File: src/rtl/core/ppmfr_pkg.sv
// Shared types, constants and arithmetic helpers for the face reconstruction pipeline.
// Used by ppmfr_qmul, ppmfr_limit and ppm_face_reconstruction_top.
// Depends on nothing.
`default_nettype none

package ppmfr_pkg;

   // Wide signed Q31.16 intermediate, large enough for every traced quantity.
   typedef logic signed [47:0] wide_type;
   // Signed Q16.16 operand with a raw range from -2^32 up to 2^32 - 1.
   typedef logic signed [32:0] coef_type;
   // Signed 32-bit face value.
   typedef logic signed [31:0] face_type;

   localparam wide_type ONE_Q    = 48'sd65536;
   localparam wide_type WIDE_MAX = 48'sh7FFF_FFFF_FFFF;
   localparam wide_type WIDE_MIN = -48'sh7FFF_FFFF_FFFF;

   // Register index of the interpolation mode.
   localparam logic CSR_IDX_MODE = 1'b0;

   // Registered stages from an accepted transfer to its result strobe.
   localparam int PIPE_DEPTH = 12;

   // Bias that makes the dividend of div3_floor positive; a multiple of three.
   localparam wide_type DIV3_BIAS = 48'sd1649267441664;
   localparam wide_type DIV3_OFF  = 48'sd549755813888;

   // Floor division by three for values of magnitude below 2^38. The biased
   // value is split at bit 20; since 2^20 - 1 is a multiple of three, the
   // quotient is h*(2^20-1)/3 plus a narrow reciprocal division of h + l.
   function automatic wide_type div3_floor(input wide_type v);
      logic [40:0] w;
      logic [20:0] h;
      logic [19:0] l;
      logic [21:0] n;
      logic [45:0] nm;
      logic [40:0] q;
      w  = 41'(v + DIV3_BIAS);
      h  = w[40:20];
      l  = w[19:0];
      n  = {1'b0, h} + {2'b00, l};
      nm = 46'(n) * 46'd5592406;
      q  = 41'(41'(h) * 41'd349525) + 41'(nm[45:24]);
      return wide_type'({7'd0, q}) - DIV3_OFF;
   endfunction

   // Symmetric saturation of a grown sum to the intermediate range.
   function automatic wide_type sat_wide(input logic signed [48:0] x);
      if (x > 49'(WIDE_MAX)) begin
         return WIDE_MAX;
      end else if (x < 49'(WIDE_MIN)) begin
         return WIDE_MIN;
      end
      return x[47:0];
   endfunction

   // Saturation to the signed 32-bit result range.
   function automatic face_type sat_face(input logic signed [48:0] x);
      if (x > 49'sd2147483647) begin
         return 32'sh7FFF_FFFF;
      end else if (x < -49'sd2147483648) begin
         return 32'sh8000_0000;
      end
      return x[31:0];
   endfunction

endpackage

`default_nettype wire

File: src/rtl/core/ppmfr_qmul.sv
// Two-stage Q16.16 multiplier with sign-magnitude rounding and saturation.
// Depends on ppmfr_pkg for the wide type and saturation limit.
`default_nettype none

module ppmfr_qmul (
   input  wire logic               clock,
   input  wire ppmfr_pkg::coef_type a_i,
   input  wire ppmfr_pkg::wide_type b_i,
   input  wire logic               half_i,
   output ppmfr_pkg::wide_type     p_o
);

   logic                       neg_ff;
   logic                       half_ff;
   logic [64:0]                pp_lo_ff;
   logic [48:0]                pp_hi_ff;
   logic [32:0]                mag_a;
   logic [47:0]                mag_b;
   logic [80:0]                prod;
   logic [80:0]                rnd;
   logic [80:0]                shifted;
   logic [47:0]                mag_r;
   ppmfr_pkg::wide_type        p_in;
   ppmfr_pkg::wide_type        p_ff;

   // Magnitudes of both operands.
   assign mag_a = a_i[32] ? 33'(-a_i) : 33'(a_i);
   assign mag_b = b_i[47] ? 48'(-b_i) : 48'(b_i);

   // First stage: two partial products over the low 32 and the high 16 bits of b.
   always_ff @(posedge clock) begin
      neg_ff   <= a_i[32] ^ b_i[47];
      half_ff  <= half_i;
      pp_lo_ff <= 65'(mag_a) * 65'(mag_b[31:0]);
      pp_hi_ff <= 49'(mag_a) * 49'(mag_b[47:32]);
   end

   // Second stage: sum, round half away from zero, shift and saturate.
   always_comb begin
      prod    = 81'(pp_lo_ff) + {pp_hi_ff, 32'd0};
      rnd     = prod + (half_ff ? 81'd65536 : 81'd32768);
      shifted = half_ff ? (rnd >> 17) : (rnd >> 16);
      if (shifted > 81'(ppmfr_pkg::WIDE_MAX)) begin
         mag_r = 48'(ppmfr_pkg::WIDE_MAX);
      end else begin
         mag_r = shifted[47:0];
      end
      p_in = neg_ff ? -ppmfr_pkg::wide_type'(mag_r) : ppmfr_pkg::wide_type'(mag_r);
   end

   always_ff @(posedge clock) begin
      p_ff <= p_in;
   end

   assign p_o = p_ff;

endmodule

`default_nettype wire

File: config.mk
export PLATFORM = sky130hd
export DESIGN_NAME = ppmfr_qmul
export DESIGN_NICKNAME = d
export VERILOG_FILES = /design/src/rtl/core/ppmfr_pkg.sv /design/src/rtl/core/ppmfr_qmul.sv
export SDC_FILE = /design/constraint.sdc
export NUM_CORES = 2
export LEC_CHECK = 0
export BUFFER_PORTS_ARGS = -buffer_cell sky130_fd_sc_hd__buf_2
export CAP_MARGIN = 40
export CORE_MARGIN = 3
export CORE_UTILIZATION = 40
export DETAILED_ROUTE_END_ITERATION = 12
export HOLD_SLACK_MARGIN = 0.05
export PLACE_DENSITY = 0.59
export SYNTH_ARGS = -nofsm -noshare
export SYNTH_HDL_FRONTEND = slang
export SYNTH_SLANG_ARGS = --single-unit
File: constraint.sdc
create_clock -name clock -period 34.6 [get_ports clock]
set_clock_uncertainty 0.1 [all_clocks]
set_input_delay 6.92 -clock clock [delete_from_list [all_inputs] [get_ports clock]]
set_output_delay 6.92 -clock clock [all_outputs]
set_load 0.05 [all_outputs]
# Yosys cells after proc, flatten, opt, wreduce, memory -nomap -nowiden
# Index checks and enable logic that the tools add are counted.
# op_classes
addsub	5
mul	2
muxes	6
bitwise_logic	1
n_lt_le_gt_ge	1
# op_table
op	n
2-to-1 mux 48 bit	3
negator 48 bit	2
adder 65 x 81 -> 81 bit	1
adder 81 x 17 -> 81 bit	1
greater-than comparator 65 x 47 -> 1 bit, second input constant	1
multiplier 33 x 32 -> 65 bit	1
2-to-1 mux 65 bit	1
multiplier 33 x 16 -> 49 bit	1
2-to-1 mux 33 bit	1
negator 33 bit	1
2-to-1 mux 17 bit	1
XOR 1 bit	1
# totals
wordCells	20
ff_bits	164
in_bits	83

# Longest topological paths before layout
# logic_depth
depth_word	7
mapped_depth	40
ltp_nobuf	38

# Worst setup path after synthesis
# No wires, ideal clock.
# synth_path
path_kind	input to register
from	in b_i[2]
to	reg pp_lo_ff[64]
path_slack_ns	17.704
setup_time_ns	0.121
required_ns	34.379
stages	33
t_arrival_ns	16.675
cell_sequence	or4_4 nor2_2 nand2_1 or4_1 nor2_1 nand3b_1 or4_1 or4_4 nand2_1 xor2_1 clkbuf_1 nor2_1 fa_1 fa_1 fa_1 fa_1 fa_1 fa_1 fa_1 fa_1 ha_1 a21o_1 a221o_1 a21oi_1 o21ai_0 a221o_1 a221oi_1 a21oi_1 nor2_1 o31ai_1 nor4_1 nor3_1 xnor2_1
# synth_via
elab_chain_cells	3
# synth_lines
element	line	text
start, declared	ppmfr_qmul.sv:8	input wire ppmfr_pkg::wide_type b_i,
negator 48 bit	ppmfr_qmul.sv:28	assign mag_b = b_i[47] ? 48'(-b_i) : 48'(b_i);
2-to-1 mux 48 bit (*)	ppmfr_qmul.sv:28	
multiplier 33 x 32 -> 65 bit (*)	ppmfr_qmul.sv:34	pp_lo_ff <= 65'(mag_a) * 65'(mag_b[31:0]);
end signal, assigned	ppmfr_qmul.sv:34	
end, declared	ppmfr_qmul.sv:15	logic [64:0] pp_lo_ff;
# Every way passes the cells marked *; elsewhere a longest branch is shown, timed or not.

# Worst setup path in the final report
# layout_path
from	in b_i[0]
to	reg pp_hi_ff[45]
# layout_via
elab_chain_cells	3
# layout_lines
element	line	text
negator 48 bit	ppmfr_qmul.sv:28	
2-to-1 mux 48 bit	ppmfr_qmul.sv:28	
multiplier 33 x 16 -> 49 bit	ppmfr_qmul.sv:35	pp_hi_ff <= 49'(mag_a) * 49'(mag_b[47:32]);
end signal, assigned	ppmfr_qmul.sv:35	
end, declared	ppmfr_qmul.sv:16	logic [48:0] pp_hi_ff;
# No other way between the ends.

==> results_tabular.tex <==
\begin{tabular}{lr}
\hline
Metric & Value \\
\hline
\multicolumn{2}{l}{\textbf{Setup path}} \\
\quad CP peak stage delay & 560 ps \\
\quad Critical path class & in2reg \\
\quad Worst Setup End Kind & register \\
\quad Arrival time reported for the critical path endpoint & 18840 ps \\
\quad Highest fanout seen on the critical path & 33 \\
\quad Reg2reg path depth & 23 \\
\quad Required time of the critical path & 34920 ps \\
\quad Worst path slowest cell & sky130\_fd\_sc\_hd\_\_a2111oi\_0 \\
\quad Crit start category & input port \\
\multicolumn{2}{l}{\textbf{STA}} \\
\quad Setup repair after global routing missed its margin & no \\
\quad Max-slew violations & 0 \\
\quad Fraction of the cycle the final worst path needs & between 50\% and 60\% \\
\quad Final hold viol count & 0 \\
\quad Rel. slew slack & $\sim$37\% \\
\quad Highest clock frequency the design can meet & approximately 0.054 GHz \\
\quad Final setup violation count & 0 \\
\quad Aggregate negative setup slack & 0 ps \\
\quad Shortest clock period the worst path allows after layout & approximately 19000 ps \\
\quad Worst-margin pin slew & 922 ps \\
\multicolumn{2}{l}{\textbf{Cells and area}} \\
\quad Layout overhead on the synthesized area & 7.48\% \\
\quad Fraction of layout cells with a size suffix above 1 & 6.78\% \\
\quad Fill cell total of the finished layout & between 10000 and 15000 \\
\quad Area occupied by multi-input gates & roughly 0.05 mm2 \\
\quad Storage cell area & $\sim$0.003 mm2 \\
\quad \# nets final & 8614 \\
\multicolumn{2}{l}{\textbf{Synth}} \\
\quad Netlist cell types & between 90 and 100 \\
\quad Top post-synthesis cells by count & sky130\_fd\_sc\_hd\_\_fa\_1, sky130\_fd\_sc\_hd\_\_inv\_1, sky130\_fd\_sc\_hd\_\_nand2\_1, sky130\_fd\_sc\_hd\_\_nor2\_1, sky130\_fd\_sc\_hd\_\_ha\_1 \\
\quad Number of enable flip-flop cells after synthesis & 0 \\
\quad Synthesis Warnings & 0 \\
\quad Post-Synthesis Mean Instance Area & $\sim$8.6 um2 \\
\quad Primary flip-flop cell chosen by synthesis mapping & sky130\_fd\_sc\_hd\_\_dfxtp\_1 \\
\quad Synth top area cells & sky130\_fd\_sc\_hd\_\_fa\_1, sky130\_fd\_sc\_hd\_\_ha\_1, sky130\_fd\_sc\_hd\_\_inv\_1 \\
\quad Register bit count reported by yosys & 149 \\
\quad Net count after synthesis & 8642 \\
\quad Most instantiated library cell after synthesis & sky130\_fd\_sc\_hd\_\_fa\_1 \\
\quad Synth Cell Area & a little under 0.06 mm2 \\
\quad Cell type with the largest total area after synthesis & sky130\_fd\_sc\_hd\_\_fa\_1 \\
\quad Portion of synthesized cell area occupied by the leading cell type & a little under half \\
\quad Ys async rst share & 0\% \\
\quad Seq/Total Area, Yosys & 5.11\% \\
\quad Synth Instances & 6782 \\
\multicolumn{2}{l}{\textbf{Drt}} \\
\quad DRC errors left & 0 \\
\quad Number of vias in the routed layout & 47100 \\
\quad Iter 0 DRT Violations & just under 4000 \\
\quad Avg Vias per Cell & 5.43 \\
\quad Routed Wire Length & between 150000 and 200000 um \\
\quad Wire length per cell after detailed routing & 22.4 um \\
\quad Post-detailed-route count of antenna-violating nets & 0 \\
\quad Initial DRT Pass Iterations & 6 \\
\multicolumn{2}{l}{\textbf{Floorplanning}} \\
\quad Height of the chip & 388 um \\
\quad Starting density of the core & 40.5\% \\
\quad \# IOs & 131 \\
\quad Area of the core & 0.144 mm2 \\
\quad Overall die area & about 0.15 mm2 \\
\quad Total number of placement rows & 139 \\
\quad Die W & 388 um \\
\multicolumn{2}{l}{\textbf{Place}} \\
\quad Buffers added on ports & 130 \\
\quad Post-detailed-placement half-perimeter wirelength & around 160000 um \\
\quad RePlAce Congestion & 0.956 \\
\multicolumn{2}{l}{\textbf{Flow run}} \\
\quad Number of max-capacitance violations reported & 0 \\
\multicolumn{2}{l}{\textbf{Status}} \\
\quad Result of the run & complete, no violations \\
\multicolumn{2}{l}{\textbf{Min path}} \\
\quad Number of cells on the worst hold path & 2 \\
\quad Min-Delay Path Class & reg2reg \\
\multicolumn{2}{l}{\textbf{Global route}} \\
\quad Total congestion overflow & 0 \\
\quad Wire length of the first global-routing pass & 299000 um \\
\quad Maximum number of pins on one net before global-route repair & 64 \\
\quad Number of antenna violations at the first check in global routing & 17 \\
\quad Number of global-route vias before repair & 49400 \\
\quad All-Layer GR Usage & 26.2\% \\
\multicolumn{2}{l}{\textbf{Clocking}} \\
\quad Post CTS Setup Buffer Count & 0 \\
\quad Total number of clock tree sinks & 149 \\
\quad Clock tree root buffer cell & sky130\_fd\_sc\_hd\_\_clkbuf\_16 \\
\quad Clock latency at the later pin of the worst-skew pair & 500 ps \\
\quad CTS H-tree depth & 4 \\
\quad CTS tree & done \\
\quad CTS resizes & 0 \\
\quad Clock-pin transition on the worst setup and hold timing paths & 80 ps \\
\quad Hold-fix buffers at CTS & 0 \\
\quad Number of CTS-inserted buffers & 17 \\
\quad Buffers from clock root to sink, at most & 2 \\
\hline
\end{tabular}
cell type report:
class / count / share of cell area (%)
multi-input cells: 4959 / 79.3
inverters: 1334 / 7.99
flip-flops and latches: 149 / 4.77
well taps: 1903 / 3.80
repair buffers: 293 / 3.10
clock buffers: 19 / 0.724
clock inverters: 13 / 0.245
diodes: 7 / 0.0279
cells by family after synthesis:
| kind of cell | after synthesis | synth area share [%] |
|---|---|---|
| buf+inv | 1674 | 10.9 |
| compound gates | 646 | 7.52 |
| flops | 149 | 5.11 |
| mux | 39 | 0.699 |
| fa+ha+maj | 1777 | 55.6 |
| xor+xnor | 268 | 4.05 |
| simple gates | 2229 | 16.1 |
cell usage in the layout, fill, tap and decap left out, types with 54 or more instances in the layout:
| cell | count |
|---|---|
| sky130_fd_sc_hd__a21o_1 | 72 |
| sky130_fd_sc_hd__a21oi_1 | 126 |
| sky130_fd_sc_hd__buf_2 | 131 |
| sky130_fd_sc_hd__buf_4 | 154 |
| sky130_fd_sc_hd__dfxtp_1 | 147 |
| sky130_fd_sc_hd__fa_1 | 1358 |
| sky130_fd_sc_hd__ha_1 | 419 |
| sky130_fd_sc_hd__inv_1 | 1332 |
| sky130_fd_sc_hd__nand2_1 | 1143 |
| sky130_fd_sc_hd__nand3_1 | 72 |
| sky130_fd_sc_hd__nor2_1 | 672 |
| sky130_fd_sc_hd__nor3_1 | 54 |
| sky130_fd_sc_hd__o21ai_0 | 120 |
| sky130_fd_sc_hd__xnor2_1 | 115 |
| sky130_fd_sc_hd__xor2_1 | 79 |
registers in the layout (all words and copies together), names as in the netlist:
name and count:
half_ff 1, pp_hi_ff 49, p_o 48, neg_ff 1, pp_lo_ff 50
per-layer routing:
layer | up-vias | GRT usage [%] | wire (um)
met5 | - | 0 | 99
met4 | 14 | 11.2 | 9820
met3 | 412 | 6.30 | 18800
met2 | 2002 | 42.7 | 90500
met1 | 24200 | 33.2 | 75000
li1 | 20500 | - | -
worst max-delay path: cells and delay by family:
kind	cells	cell delay (ps)
AND/OR/NAND/NOR	11	3800
adder cells (fa/ha/maj)	8	3560
AO/OA/AOI/OAI	9	2800
buffers and inverters	8	1400
XOR/XNOR	2	310
worst paths after layout:
kind	from	to	slack, ps
worst max register to register	pp_lo_ff[18]	p_o[42]	26320
worst min-delay path	neg_ff	p_o[47]	590
worst max-delay path	b_i[0]	pp_hi_ff[45]	16080
worst min register to register	neg_ff	p_o[47]	590
stage by stage:
step,std cells,utilization [%],hold slack (ps),setup WS (ps),cell area (um2)
6_report,8677,43.5,591,16080,62700
5_1_grt,8674,43.5,624,15670,62700
4_1_cts,8670,43.5,590,16450,62700
3_5_place_dp,8638,43.1,580,15970,62100
3_3_place_gp,8626,42.9,743,16100,61900
2_1_floorplan,6782,-,610,17700,58300
Power is left out: the tool's default activity adds up to more than one toggle a clock period on the data nets, which glitch-free logic cannot reach.
