File: src/rtl/core/ppmfr_pkg.sv
// Shared types, constants and arithmetic helpers for the face reconstruction pipeline.
// Used by ppmfr_qmul, ppmfr_limit and ppm_face_reconstruction_top.
// Depends on nothing.
`default_nettype none

package ppmfr_pkg;

   // Wide signed Q31.16 intermediate, large enough for every traced quantity.
   typedef logic signed [47:0] wide_type;
   // Signed Q16.16 operand with a raw range from -2^32 up to 2^32 - 1.
   typedef logic signed [32:0] coef_type;
   // Signed 32-bit face value.
   typedef logic signed [31:0] face_type;

   localparam wide_type ONE_Q    = 48'sd65536;
   localparam wide_type WIDE_MAX = 48'sh7FFF_FFFF_FFFF;
   localparam wide_type WIDE_MIN = -48'sh7FFF_FFFF_FFFF;

   // Register index of the interpolation mode.
   localparam logic CSR_IDX_MODE = 1'b0;

   // Registered stages from an accepted transfer to its result strobe.
   localparam int PIPE_DEPTH = 12;

   // Bias that makes the dividend of div3_floor positive; a multiple of three.
   localparam wide_type DIV3_BIAS = 48'sd1649267441664;
   localparam wide_type DIV3_OFF  = 48'sd549755813888;

   // Floor division by three for values of magnitude below 2^38. The biased
   // value is split at bit 20; since 2^20 - 1 is a multiple of three, the
   // quotient is h*(2^20-1)/3 plus a narrow reciprocal division of h + l.
   function automatic wide_type div3_floor(input wide_type v);
      logic [40:0] w;
      logic [20:0] h;
      logic [19:0] l;
      logic [21:0] n;
      logic [45:0] nm;
      logic [40:0] q;
      w  = 41'(v + DIV3_BIAS);
      h  = w[40:20];
      l  = w[19:0];
      n  = {1'b0, h} + {2'b00, l};
      nm = 46'(n) * 46'd5592406;
      q  = 41'(41'(h) * 41'd349525) + 41'(nm[45:24]);
      return wide_type'({7'd0, q}) - DIV3_OFF;
   endfunction

   // Symmetric saturation of a grown sum to the intermediate range.
   function automatic wide_type sat_wide(input logic signed [48:0] x);
      if (x > 49'(WIDE_MAX)) begin
         return WIDE_MAX;
      end else if (x < 49'(WIDE_MIN)) begin
         return WIDE_MIN;
      end
      return x[47:0];
   endfunction

   // Saturation to the signed 32-bit result range.
   function automatic face_type sat_face(input logic signed [48:0] x);
      if (x > 49'sd2147483647) begin
         return 32'sh7FFF_FFFF;
      end else if (x < -49'sd2147483648) begin
         return 32'sh8000_0000;
      end
      return x[31:0];
   endfunction

endpackage

`default_nettype wire

File: src/rtl/core/ppmfr_limit.sv
// Four-stage parabolic limiter: range clipping, extremum flattening, overshoot fixes, width and curvature.
// Depends on ppmfr_pkg for the wide type.
`default_nettype none

module ppmfr_limit (
   input  wire logic               clock,
   input  wire ppmfr_pkg::face_type vl_i,
   input  wire ppmfr_pkg::face_type vc_i,
   input  wire ppmfr_pkg::face_type vr_i,
   input  wire ppmfr_pkg::wide_type pr_raw_i,
   input  wire ppmfr_pkg::wide_type pl_raw_i,
   output ppmfr_pkg::wide_type     pr_o,
   output ppmfr_pkg::wide_type     pl_o,
   output ppmfr_pkg::wide_type     dd_o,
   output ppmfr_pkg::wide_type     p6_o
);

   ppmfr_pkg::wide_type vcw, vlw, vrw, lo_r, hi_r, lo_l, hi_l, prc, plc, a_d, b_d;
   ppmfr_pkg::wide_type pr1_in, pl1_in, pr1_ff, pl1_ff, vc1_ff;
   ppmfr_pkg::wide_type dd2, mm2, pl2_in, pr2_ff, pl2_ff, vc2_ff;
   ppmfr_pkg::wide_type dd3, mm3, pr3_in, pr3_ff, pl3_ff, vc3_ff;
   ppmfr_pkg::wide_type pr_ff, pl_ff, dd_ff, p6_ff;

   // Clip each face estimate to its neighbour range and flatten an extremum.
   always_comb begin
      vcw  = ppmfr_pkg::wide_type'(vc_i);
      vlw  = ppmfr_pkg::wide_type'(vl_i);
      vrw  = ppmfr_pkg::wide_type'(vr_i);
      lo_r = (vcw < vrw) ? vcw : vrw;
      hi_r = (vcw < vrw) ? vrw : vcw;
      lo_l = (vcw < vlw) ? vcw : vlw;
      hi_l = (vcw < vlw) ? vlw : vcw;
      prc  = (pr_raw_i > hi_r) ? hi_r : ((pr_raw_i < lo_r) ? lo_r : pr_raw_i);
      plc  = (pl_raw_i > hi_l) ? hi_l : ((pl_raw_i < lo_l) ? lo_l : pl_raw_i);
      a_d  = prc - vcw;
      b_d  = vcw - plc;
      if (a_d == 48'sd0 || b_d == 48'sd0 || (a_d[47] != b_d[47])) begin
         pr1_in = vcw;
         pl1_in = vcw;
      end else begin
         pr1_in = prc;
         pl1_in = plc;
      end
   end

   always_ff @(posedge clock) begin
      pr1_ff <= pr1_in;
      pl1_ff <= pl1_in;
      vc1_ff <= vcw;
   end

   // Overshoot on the left side: pull the left face in.
   always_comb begin
      dd2 = pr1_ff - pl1_ff;
      mm2 = (vc1_ff <<< 1) - pl1_ff - pr1_ff;
      if ((dd2 > 48'sd0 && 3 * mm2 > dd2) || (dd2 < 48'sd0 && 3 * mm2 < dd2)) begin
         pl2_in = 3 * vc1_ff - (pr1_ff <<< 1);
      end else begin
         pl2_in = pl1_ff;
      end
   end

   always_ff @(posedge clock) begin
      pr2_ff <= pr1_ff;
      pl2_ff <= pl2_in;
      vc2_ff <= vc1_ff;
   end

   // Overshoot on the right side, tested with the updated left face.
   always_comb begin
      dd3 = pr2_ff - pl2_ff;
      mm3 = (vc2_ff <<< 1) - pl2_ff - pr2_ff;
      if ((dd3 > 48'sd0 && 3 * mm3 < -dd3) || (dd3 < 48'sd0 && 3 * mm3 > -dd3)) begin
         pr3_in = 3 * vc2_ff - (pl2_ff <<< 1);
      end else begin
         pr3_in = pr2_ff;
      end
   end

   always_ff @(posedge clock) begin
      pr3_ff <= pr3_in;
      pl3_ff <= pl2_ff;
      vc3_ff <= vc2_ff;
   end

   // Parabola width and curvature term.
   always_ff @(posedge clock) begin
      pr_ff <= pr3_ff;
      pl_ff <= pl3_ff;
      dd_ff <= pr3_ff - pl3_ff;
      p6_ff <= 3 * ((vc3_ff <<< 1) - pr3_ff - pl3_ff);
   end

   assign pr_o = pr_ff;
   assign pl_o = pl_ff;
   assign dd_o = dd_ff;
   assign p6_o = p6_ff;

endmodule

`default_nettype wire

File: config.mk
export PLATFORM = sky130hd
export DESIGN_NAME = ppmfr_limit
export DESIGN_NICKNAME = d
export VERILOG_FILES = /design/src/rtl/core/ppmfr_pkg.sv /design/src/rtl/core/ppmfr_limit.sv
export SDC_FILE = /design/constraint.sdc
export NUM_CORES = 2
export LEC_CHECK = 0
export ABC_AREA = 0
export BUFFER_PORTS_ARGS = -buffer_cell sky130_fd_sc_hd__buf_4
export CORE_UTILIZATION = 45
export CTS_CLUSTER_DIAMETER = 100
export DETAILED_ROUTE_END_ITERATION = 12
export SYNTH_ARGS = -nofsm -noshare
export SYNTH_HDL_FRONTEND = slang
export SYNTH_SLANG_ARGS = --single-unit
File: constraint.sdc
create_clock -name clock -period 9.6 [get_ports clock]
set_input_delay 0 -clock clock [delete_from_list [all_inputs] [get_ports clock]]
set_output_delay 0 -clock clock [all_outputs]
set_load 0.005 [all_outputs]
# [Word-level counts from Yosys, hierarchy flattened]
# Index checks and enable logic that the tools add are counted.
[op_classes] n_reduce_logical=10 magnitude_cmp=14 eq_ne=1 n_mul=5 add_sub_neg=14 mux=12
[op_table] operator="48-bit two-way mux" count=12
[op_table] operator="48-bit subtractor" count=6
[op_table] operator="48-bit > comparator" count=4
[op_table] operator="48-bit less-than comparator" count=4
[op_table] operator="3-bit by 48-bit multiplier with 48-bit output, first input constant" count=3
[op_table] operator="33-bit by 48-bit subtractor with 48-bit output" count=3
[op_table] operator="48-bit by 1-bit > comparator with 1-bit output, second input constant" count=2
[op_table] operator="48-bit zero test" count=2
[op_table] operator="48-bit by 1-bit less-than comparator with 1-bit output, second input constant" count=2
[op_table] operator="35-bit by 48-bit subtractor with 48-bit output" count=2
[op_table] operator="3-bit by 32-bit multiplier with 35-bit output, first input constant" count=2
[op_table] operator="32-bit less-than comparator" count=2
[op_table] operator="48-bit negator" count=1
[op_table] operator="32-bit by 48-bit subtractor with 48-bit output" count=1
[op_table] operator="48-bit by 32-bit subtractor with 48-bit output" count=1
[op_table] operator="1-bit logical AND" count=4
[op_table] operator="1-bit logical OR" count=4
[op_table] operator="1-bit inequality test" count=1
[totals] register_bits=576 in_bits=193

# [Longest topological paths before layout]
[logic_depth] ltp_word=10 ltp_mapped=48 mapped_depth_nobuf=46

# [Worst setup path after synthesis]
# Ideal clock, no wire load.
[synth_path] kind="in2reg" from="in vr_i[17]" to="reg pr1_ff[10]" slack_ps=-412 t_arrival_ps=9891 n_path_buf=6 setup_ps=121 t_required_ps=9479 stages=37 cell_sequence="inv_1 > ha_1 > a21o_1 > a221o_1 > a22o_1 > o21ai_0 > and3_1 > clkbuf_1 > buf_1 > clkbuf_1 > mux2i_1 > ha_1 > nand3_1 > or3_1 > or4_1 > or4_1 > or4_1 > nand3_1 > buf_2 > clkbuf_1 > mux2i_1 > ha_1 > nor2b_1 > o31a_1 > o22ai_2 > o21ai_0 > a21oi_1 > o21ai_0 > a2111oi_0 > o221ai_1 > or4_1 > a2111oi_0 > nand4_1 > or4_1 > a22oi_2 > buf_2 > mux2_2"
[synth_via] elab_chain_cells=10 word_cells_on_any_way=13
[synth_lines] item="from (decl)" line_no="ppmfr_limit.sv:9" text="input wire ppmfr_pkg::face_type vr_i,"
[synth_lines] item="32-bit less-than comparator" line_no="ppmfr_limit.sv:29, ppmfr_limit.sv:30"
[synth_lines] item="48-bit two-way mux" line_no="ppmfr_limit.sv:29" text="lo_r = (vcw < vrw) ? vcw : vrw;"
[synth_lines] item="48-bit less-than comparator" line_no="ppmfr_limit.sv:33" text="prc = (pr_raw_i > hi_r) ? hi_r : ((pr_raw_i < lo_r) ? lo_r : pr_raw_i);"
[synth_lines] item="48-bit two-way mux" line_no="ppmfr_limit.sv:33"
[synth_lines] item="48-bit two-way mux *" line_no="ppmfr_limit.sv:33"
[synth_lines] item="48-bit by 32-bit subtractor with 48-bit output" line_no="ppmfr_limit.sv:35" text="a_d = prc - vcw;"
[synth_lines] item="48-bit zero test" line_no="ppmfr_limit.sv:37" text="if (a_d == 48'sd0 || b_d == 48'sd0 || (a_d[47] != b_d[47])) begin"
[synth_lines] item="1-bit logical OR (2 in series)" line_no="ppmfr_limit.sv:37"
[synth_lines] item="48-bit two-way mux *" line_no="ppmfr_limit.sv:37"
[synth_lines] item="via pr1_in[10]" line_no="ppmfr_limit.sv:19" text="ppmfr_pkg::wide_type pr1_in, pl1_in, pr1_ff, pl1_ff, vc1_ff;"
[synth_lines] item="to (signal assigned)" line_no="ppmfr_limit.sv:47" text="pr1_ff <= pr1_in;"
[synth_lines] item="to (decl)" line_no="ppmfr_limit.sv:19"
# Mark *: on every way through the listed nets, which the timed path passes. The rest lies on a longest branch.

# [Worst setup path in the final report]
[layout_path] from="reg pr1_ff[7]" to="reg pl2_ff[40]"
[layout_via] elab_chain_cells=6 word_cells_on_any_way=12
[layout_lines] item="48-bit subtractor" line_no="ppmfr_limit.sv:55" text="mm2 = (vc1_ff <<< 1) - pl1_ff - pr1_ff;"
[layout_lines] item="3-bit by 48-bit multiplier with 48-bit output" line_no="ppmfr_limit.sv:56" text="if ((dd2 > 48'sd0 && 3 * mm2 > dd2) || (dd2 < 48'sd0 && 3 * mm2 < dd2)) begin"
[layout_lines] item="48-bit > comparator or 48-bit less-than comparator (tied branches)" line_no="ppmfr_limit.sv:56"
[layout_lines] item="1-bit logical AND" line_no="ppmfr_limit.sv:56"
[layout_lines] item="1-bit logical OR" line_no="ppmfr_limit.sv:56"
[layout_lines] item="48-bit two-way mux *" line_no="ppmfr_limit.sv:56"
[layout_lines] item="via pl2_in[40]" line_no="ppmfr_limit.sv:20" text="ppmfr_pkg::wide_type dd2, mm2, pl2_in, pr2_ff, pl2_ff, vc2_ff;"
[layout_lines] item="to (signal assigned)" line_no="ppmfr_limit.sv:65" text="pl2_ff <= pl2_in;"
[layout_lines] item="to (decl)" line_no="ppmfr_limit.sv:20"
# Marked as above.

==> results summary <==
The first detailed-routing pass took 8 iterations. On the critical path, the stage with the largest delay is an instance of sky130_fd_sc_hd__fa_1. The area share of the largest cell type after synthesis is 24.4%. The global-route usage over all layers came out at a little under a third. The initial antenna violation count came out at 5.

The number of rows in the core area is 142. The reported max-cap violation count is 0. The required time of the worst setup path is 10.13 ns.

The share of flip-flops with an asynchronous set or reset after synthesis came out at 0%. The sum of routed wire length over all layers came out at between 200000 and 250000 um. The largest single stage delay on the critical path is about 0.48 ns. The register area share after synthesis came out at 17.0%.

The number of vias in the routed layout came out at roughly 64k. The final hold violation count is 0. The run finished with clean final reports. For the pin with the worst max-slew slack, the measured transition is about 1.1 ns. The cell area after placement came out at 82800 um^2. The area of all placed cells without fillers is roughly 87000 um^2. The number of cells after detailed placement is 11.6k. The starting density of the core is 45.3%. The global placer's final weighted congestion is between 0.9 and 1. The maximum clock insertion buffer count came out at 3. The count of input and output buffers came out at about 380. The setup TNS came out at 0 ns.

Counting every instance in the synthesized netlist gives 8026. The critical path arrival came out at 9.80 ns. Tracing the worst setup path back leads to its startpoint at pr1_ff[7]$_DFF_P_. The cell that appears most often on the critical path is sky130_fd_sc_hd__buf_4. The post-DP HPWL came out at 203000 um. The path type of the worst min-delay path is in -> reg.

The clock skew after layout is 0.0391 ns. The worst hold path begins at vl_i[0]. The hold path depth is 6. The distinct cell type count of the synthesized netlist came out at 90.

The max-slew violation count came to 0. The number of flops mapped to enable cells by yosys came out at 0. The origin of the critical flop-to-flop path is pr1_ff[7]$_DFF_P_. The final clock period utilization by the worst path is 96.6%. By instance count, the leading cell after synthesis is sky130_fd_sc_hd__ha_1. Setup violations remaining at the end of the flow were counted as 0.

The via count of the first global-routing pass is 64.3k. Counting instances in the post-synthesis netlist gives the leading cell types as 1328 x sky130_fd_sc_hd__ha_1, 980 x sky130_fd_sc_hd__inv_1, 646 x sky130_fd_sc_hd__a21oi_1. The tree is rooted in a sky130_fd_sc_hd__clkbuf_16.

The maximum number of pins on one net before global-route repair came out at 39. The final hold slack is roughly 0.034 ns. The tightest slew margin relative to the limit came out at between 20% and 30%. Compared with the post-synthesis result, the final layout area differs by 28.4%. The number of top-level pins came out at 385. The net count of the finished layout is 11.5k. The H-tree level count came out at 3. The cell area after technology mapping is 68000 um^2. The filler cells instantiated in the layout total 13.8k.

By area the synthesized netlist is led by sky130_fd_sc_hd__ha_1 24%, sky130_fd_sc_hd__dfxtp_1 17%, sky130_fd_sc_hd__fa_1 6.1%. The endpoint type of the worst setup path is a flop. The net count after synthesis is 9753. The total area inside the core boundary comes to 150000 um^2. The global-route wire length before repair is between 300000 and 400000 um. The worst setup path is of the reg -> reg kind. The number of cell instances on the worst register-to-register path is 47. The number of remaining DRC errors is 0. The number of standard cells in the layout, taps in and fillers out is roughly 12k.

The area enclosed by the die boundary is 153000 um^2. The fraction of final layout cells with drive strength greater than 1 came out at around 23%. The detailed router finished its first iteration with 3462 violations. The total congestion overflow is 0. The clock sink count came out at 576. The mean area per synthesized cell is 8.47 um^2. After clock tree synthesis, the clock-pin slew on the worst setup and hold paths is 0.06 ns. The number of warnings reported in the yosys synthesis log came out at 0.

The most used flip-flop cell after synthesis is sky130_fd_sc_hd__dfxtp_1. The die span in y came out at 391 um. The final critical path time including I/O delays and setup came out at 9.27 ns. TritonCTS built the clock tree.

The count of nets left with antenna violations after detail routing is 0. Synthesis inferred 576 register bits. The worst setup path is launched from a flop. The worst-skew pair later-pin latency came out at 0.66 ns.

Measured along the x axis, the die boundary spans 391 um. The average detailed-routed wire length per instance came out at 20.0 um. Of all cell types, the one taking the most synthesized area is sky130_fd_sc_hd__ha_1.

The number of clock buffers added by TritonCTS is 66. The fmax came out at roughly 0.11 GHz. The per-cell via count in the routed design came out at 5.40.

The highest net fanout along the worst path is 11.
## flip-flops by register name, summed over array words and instances, names as in the netlist, 48 cells and up
name / flops
pl1_ff: 48
pr_o: 48
pr2_ff: 48
pl_o: 48
pr1_ff: 48
p6_o: 48
dd_o: 48
pl2_ff: 48
pr3_ff: 48
pl3_ff: 48
## critical path, delay by kind of cell (launching register included)
family	cells	cell delay (ns)
AOI/OAI and AO/OA	19	3.17
DFF	1	0.37
buffers and inverters	10	1.69
muxes	2	0.64
and+or+nand+nor	9	1.32
adders and majority gates	5	1.59
xor gates and xnor gates	2	0.36
## path summary, 6_finish.rpt
kind	slack (ns)	end
max	0.33	pl2_ff[40]$_DFF_P_
min	0.03	pl1_ff[0]$_DFF_P_
min reg2reg	0.35	pl_o[20]$_DFF_P_
max reg2reg	0.33	pl2_ff[40]$_DFF_P_
## cells by family (layout without fill, tap and decap cells)
kind of cell             Yosys count  after routing  synth area share [%]
AO/OA/AOI/OAI                   2021           2021                  19.0
XOR/XNOR                         632            632                  8.18
adder cells (fa/ha/maj)         1534           1534                  30.5
buffers and inverters           1099           2890                  6.18
flip-flops                       576            576                  17.0
multiplexers                     403            403                  6.25
other                              0              2                     0
AND/OR/NAND/NOR                 1761           1761                  12.9
## cell type report
type                       instances  area (um^2)  share of cell area, %
antenna                            2         5.00                0.00573
timing repair buffer            1791        14100                   16.1
multi-input combinational       6351        53300                   61.0
clock buffer                      81         1820                   2.08
tap                             2016         2520                   2.89
clock inverter                    35          385                  0.442
sequential                       576        11500                   13.2
inverter                         983         3690                   4.23
## repair_timing
item,4_1_cts,5_1_grt
endpoints found under the setup margin,187,192
hold buffers,55,0
resized for setup,51,186
pin swaps,25,70
hold endpoints to repair,97,0
gates cloned,2,6
setup buffers,12,41
## metrics by stage
step,utilization [%],setup slack (ns)
2_1_floorplan,-,0.0983
3_3_place_gp,55.2,-0.854
3_5_place_dp,55.2,-0.902
4_1_cts,57.3,0.00490
5_1_grt,58.2,-0.0834
6_report,58.2,0.330
## routing by layer
layer  global-route usage (%)  vias up  share of wire, %
met2                     51.8     1599                46
li1                         -    31802                 -
met4                     14.1        6               5.3
met5                        0        -             0.018
met3                     2.39      423               4.4
met1                     38.0    30073                44
## cell usage in the layout, fill, tap and decap left out, types with 67 or more instances in the layout
| cell | Yosys | routed |
|---|---|---|
| sky130_fd_sc_hd__o21bai_1 | 86 | 86 |
| sky130_fd_sc_hd__nand2_1 | 343 | 338 |
| sky130_fd_sc_hd__mux2i_1 | 232 | 223 |
| sky130_fd_sc_hd__and3_1 | 70 | 67 |
| sky130_fd_sc_hd__a21o_1 | 327 | 327 |
| sky130_fd_sc_hd__nand2b_1 | 108 | 108 |
| sky130_fd_sc_hd__nand3_1 | 139 | 137 |
| sky130_fd_sc_hd__o21ai_0 | 381 | 357 |
| sky130_fd_sc_hd__fa_1 | 206 | 206 |
| sky130_fd_sc_hd__mux2_2 | 153 | 151 |
| sky130_fd_sc_hd__buf_4 | 3 | 1696 |
| sky130_fd_sc_hd__ha_1 | 1328 | 1318 |
| sky130_fd_sc_hd__nor2b_1 | 113 | 112 |
| sky130_fd_sc_hd__inv_1 | 980 | 980 |
| sky130_fd_sc_hd__o21a_1 | 89 | 88 |
| sky130_fd_sc_hd__a21oi_1 | 646 | 618 |
| sky130_fd_sc_hd__xnor2_1 | 442 | 435 |
| sky130_fd_sc_hd__nor2_1 | 504 | 501 |
| sky130_fd_sc_hd__nor3_1 | 110 | 102 |
| sky130_fd_sc_hd__nand4_1 | 121 | 121 |
| sky130_fd_sc_hd__xor2_1 | 188 | 186 |
| sky130_fd_sc_hd__dfxtp_1 | 576 | 562 |
| sky130_fd_sc_hd__clkbuf_16 | 0 | 72 |
Power is left out: the tool's default activity adds up to more than one toggle a clock period on the data nets, which glitch-free logic cannot reach.
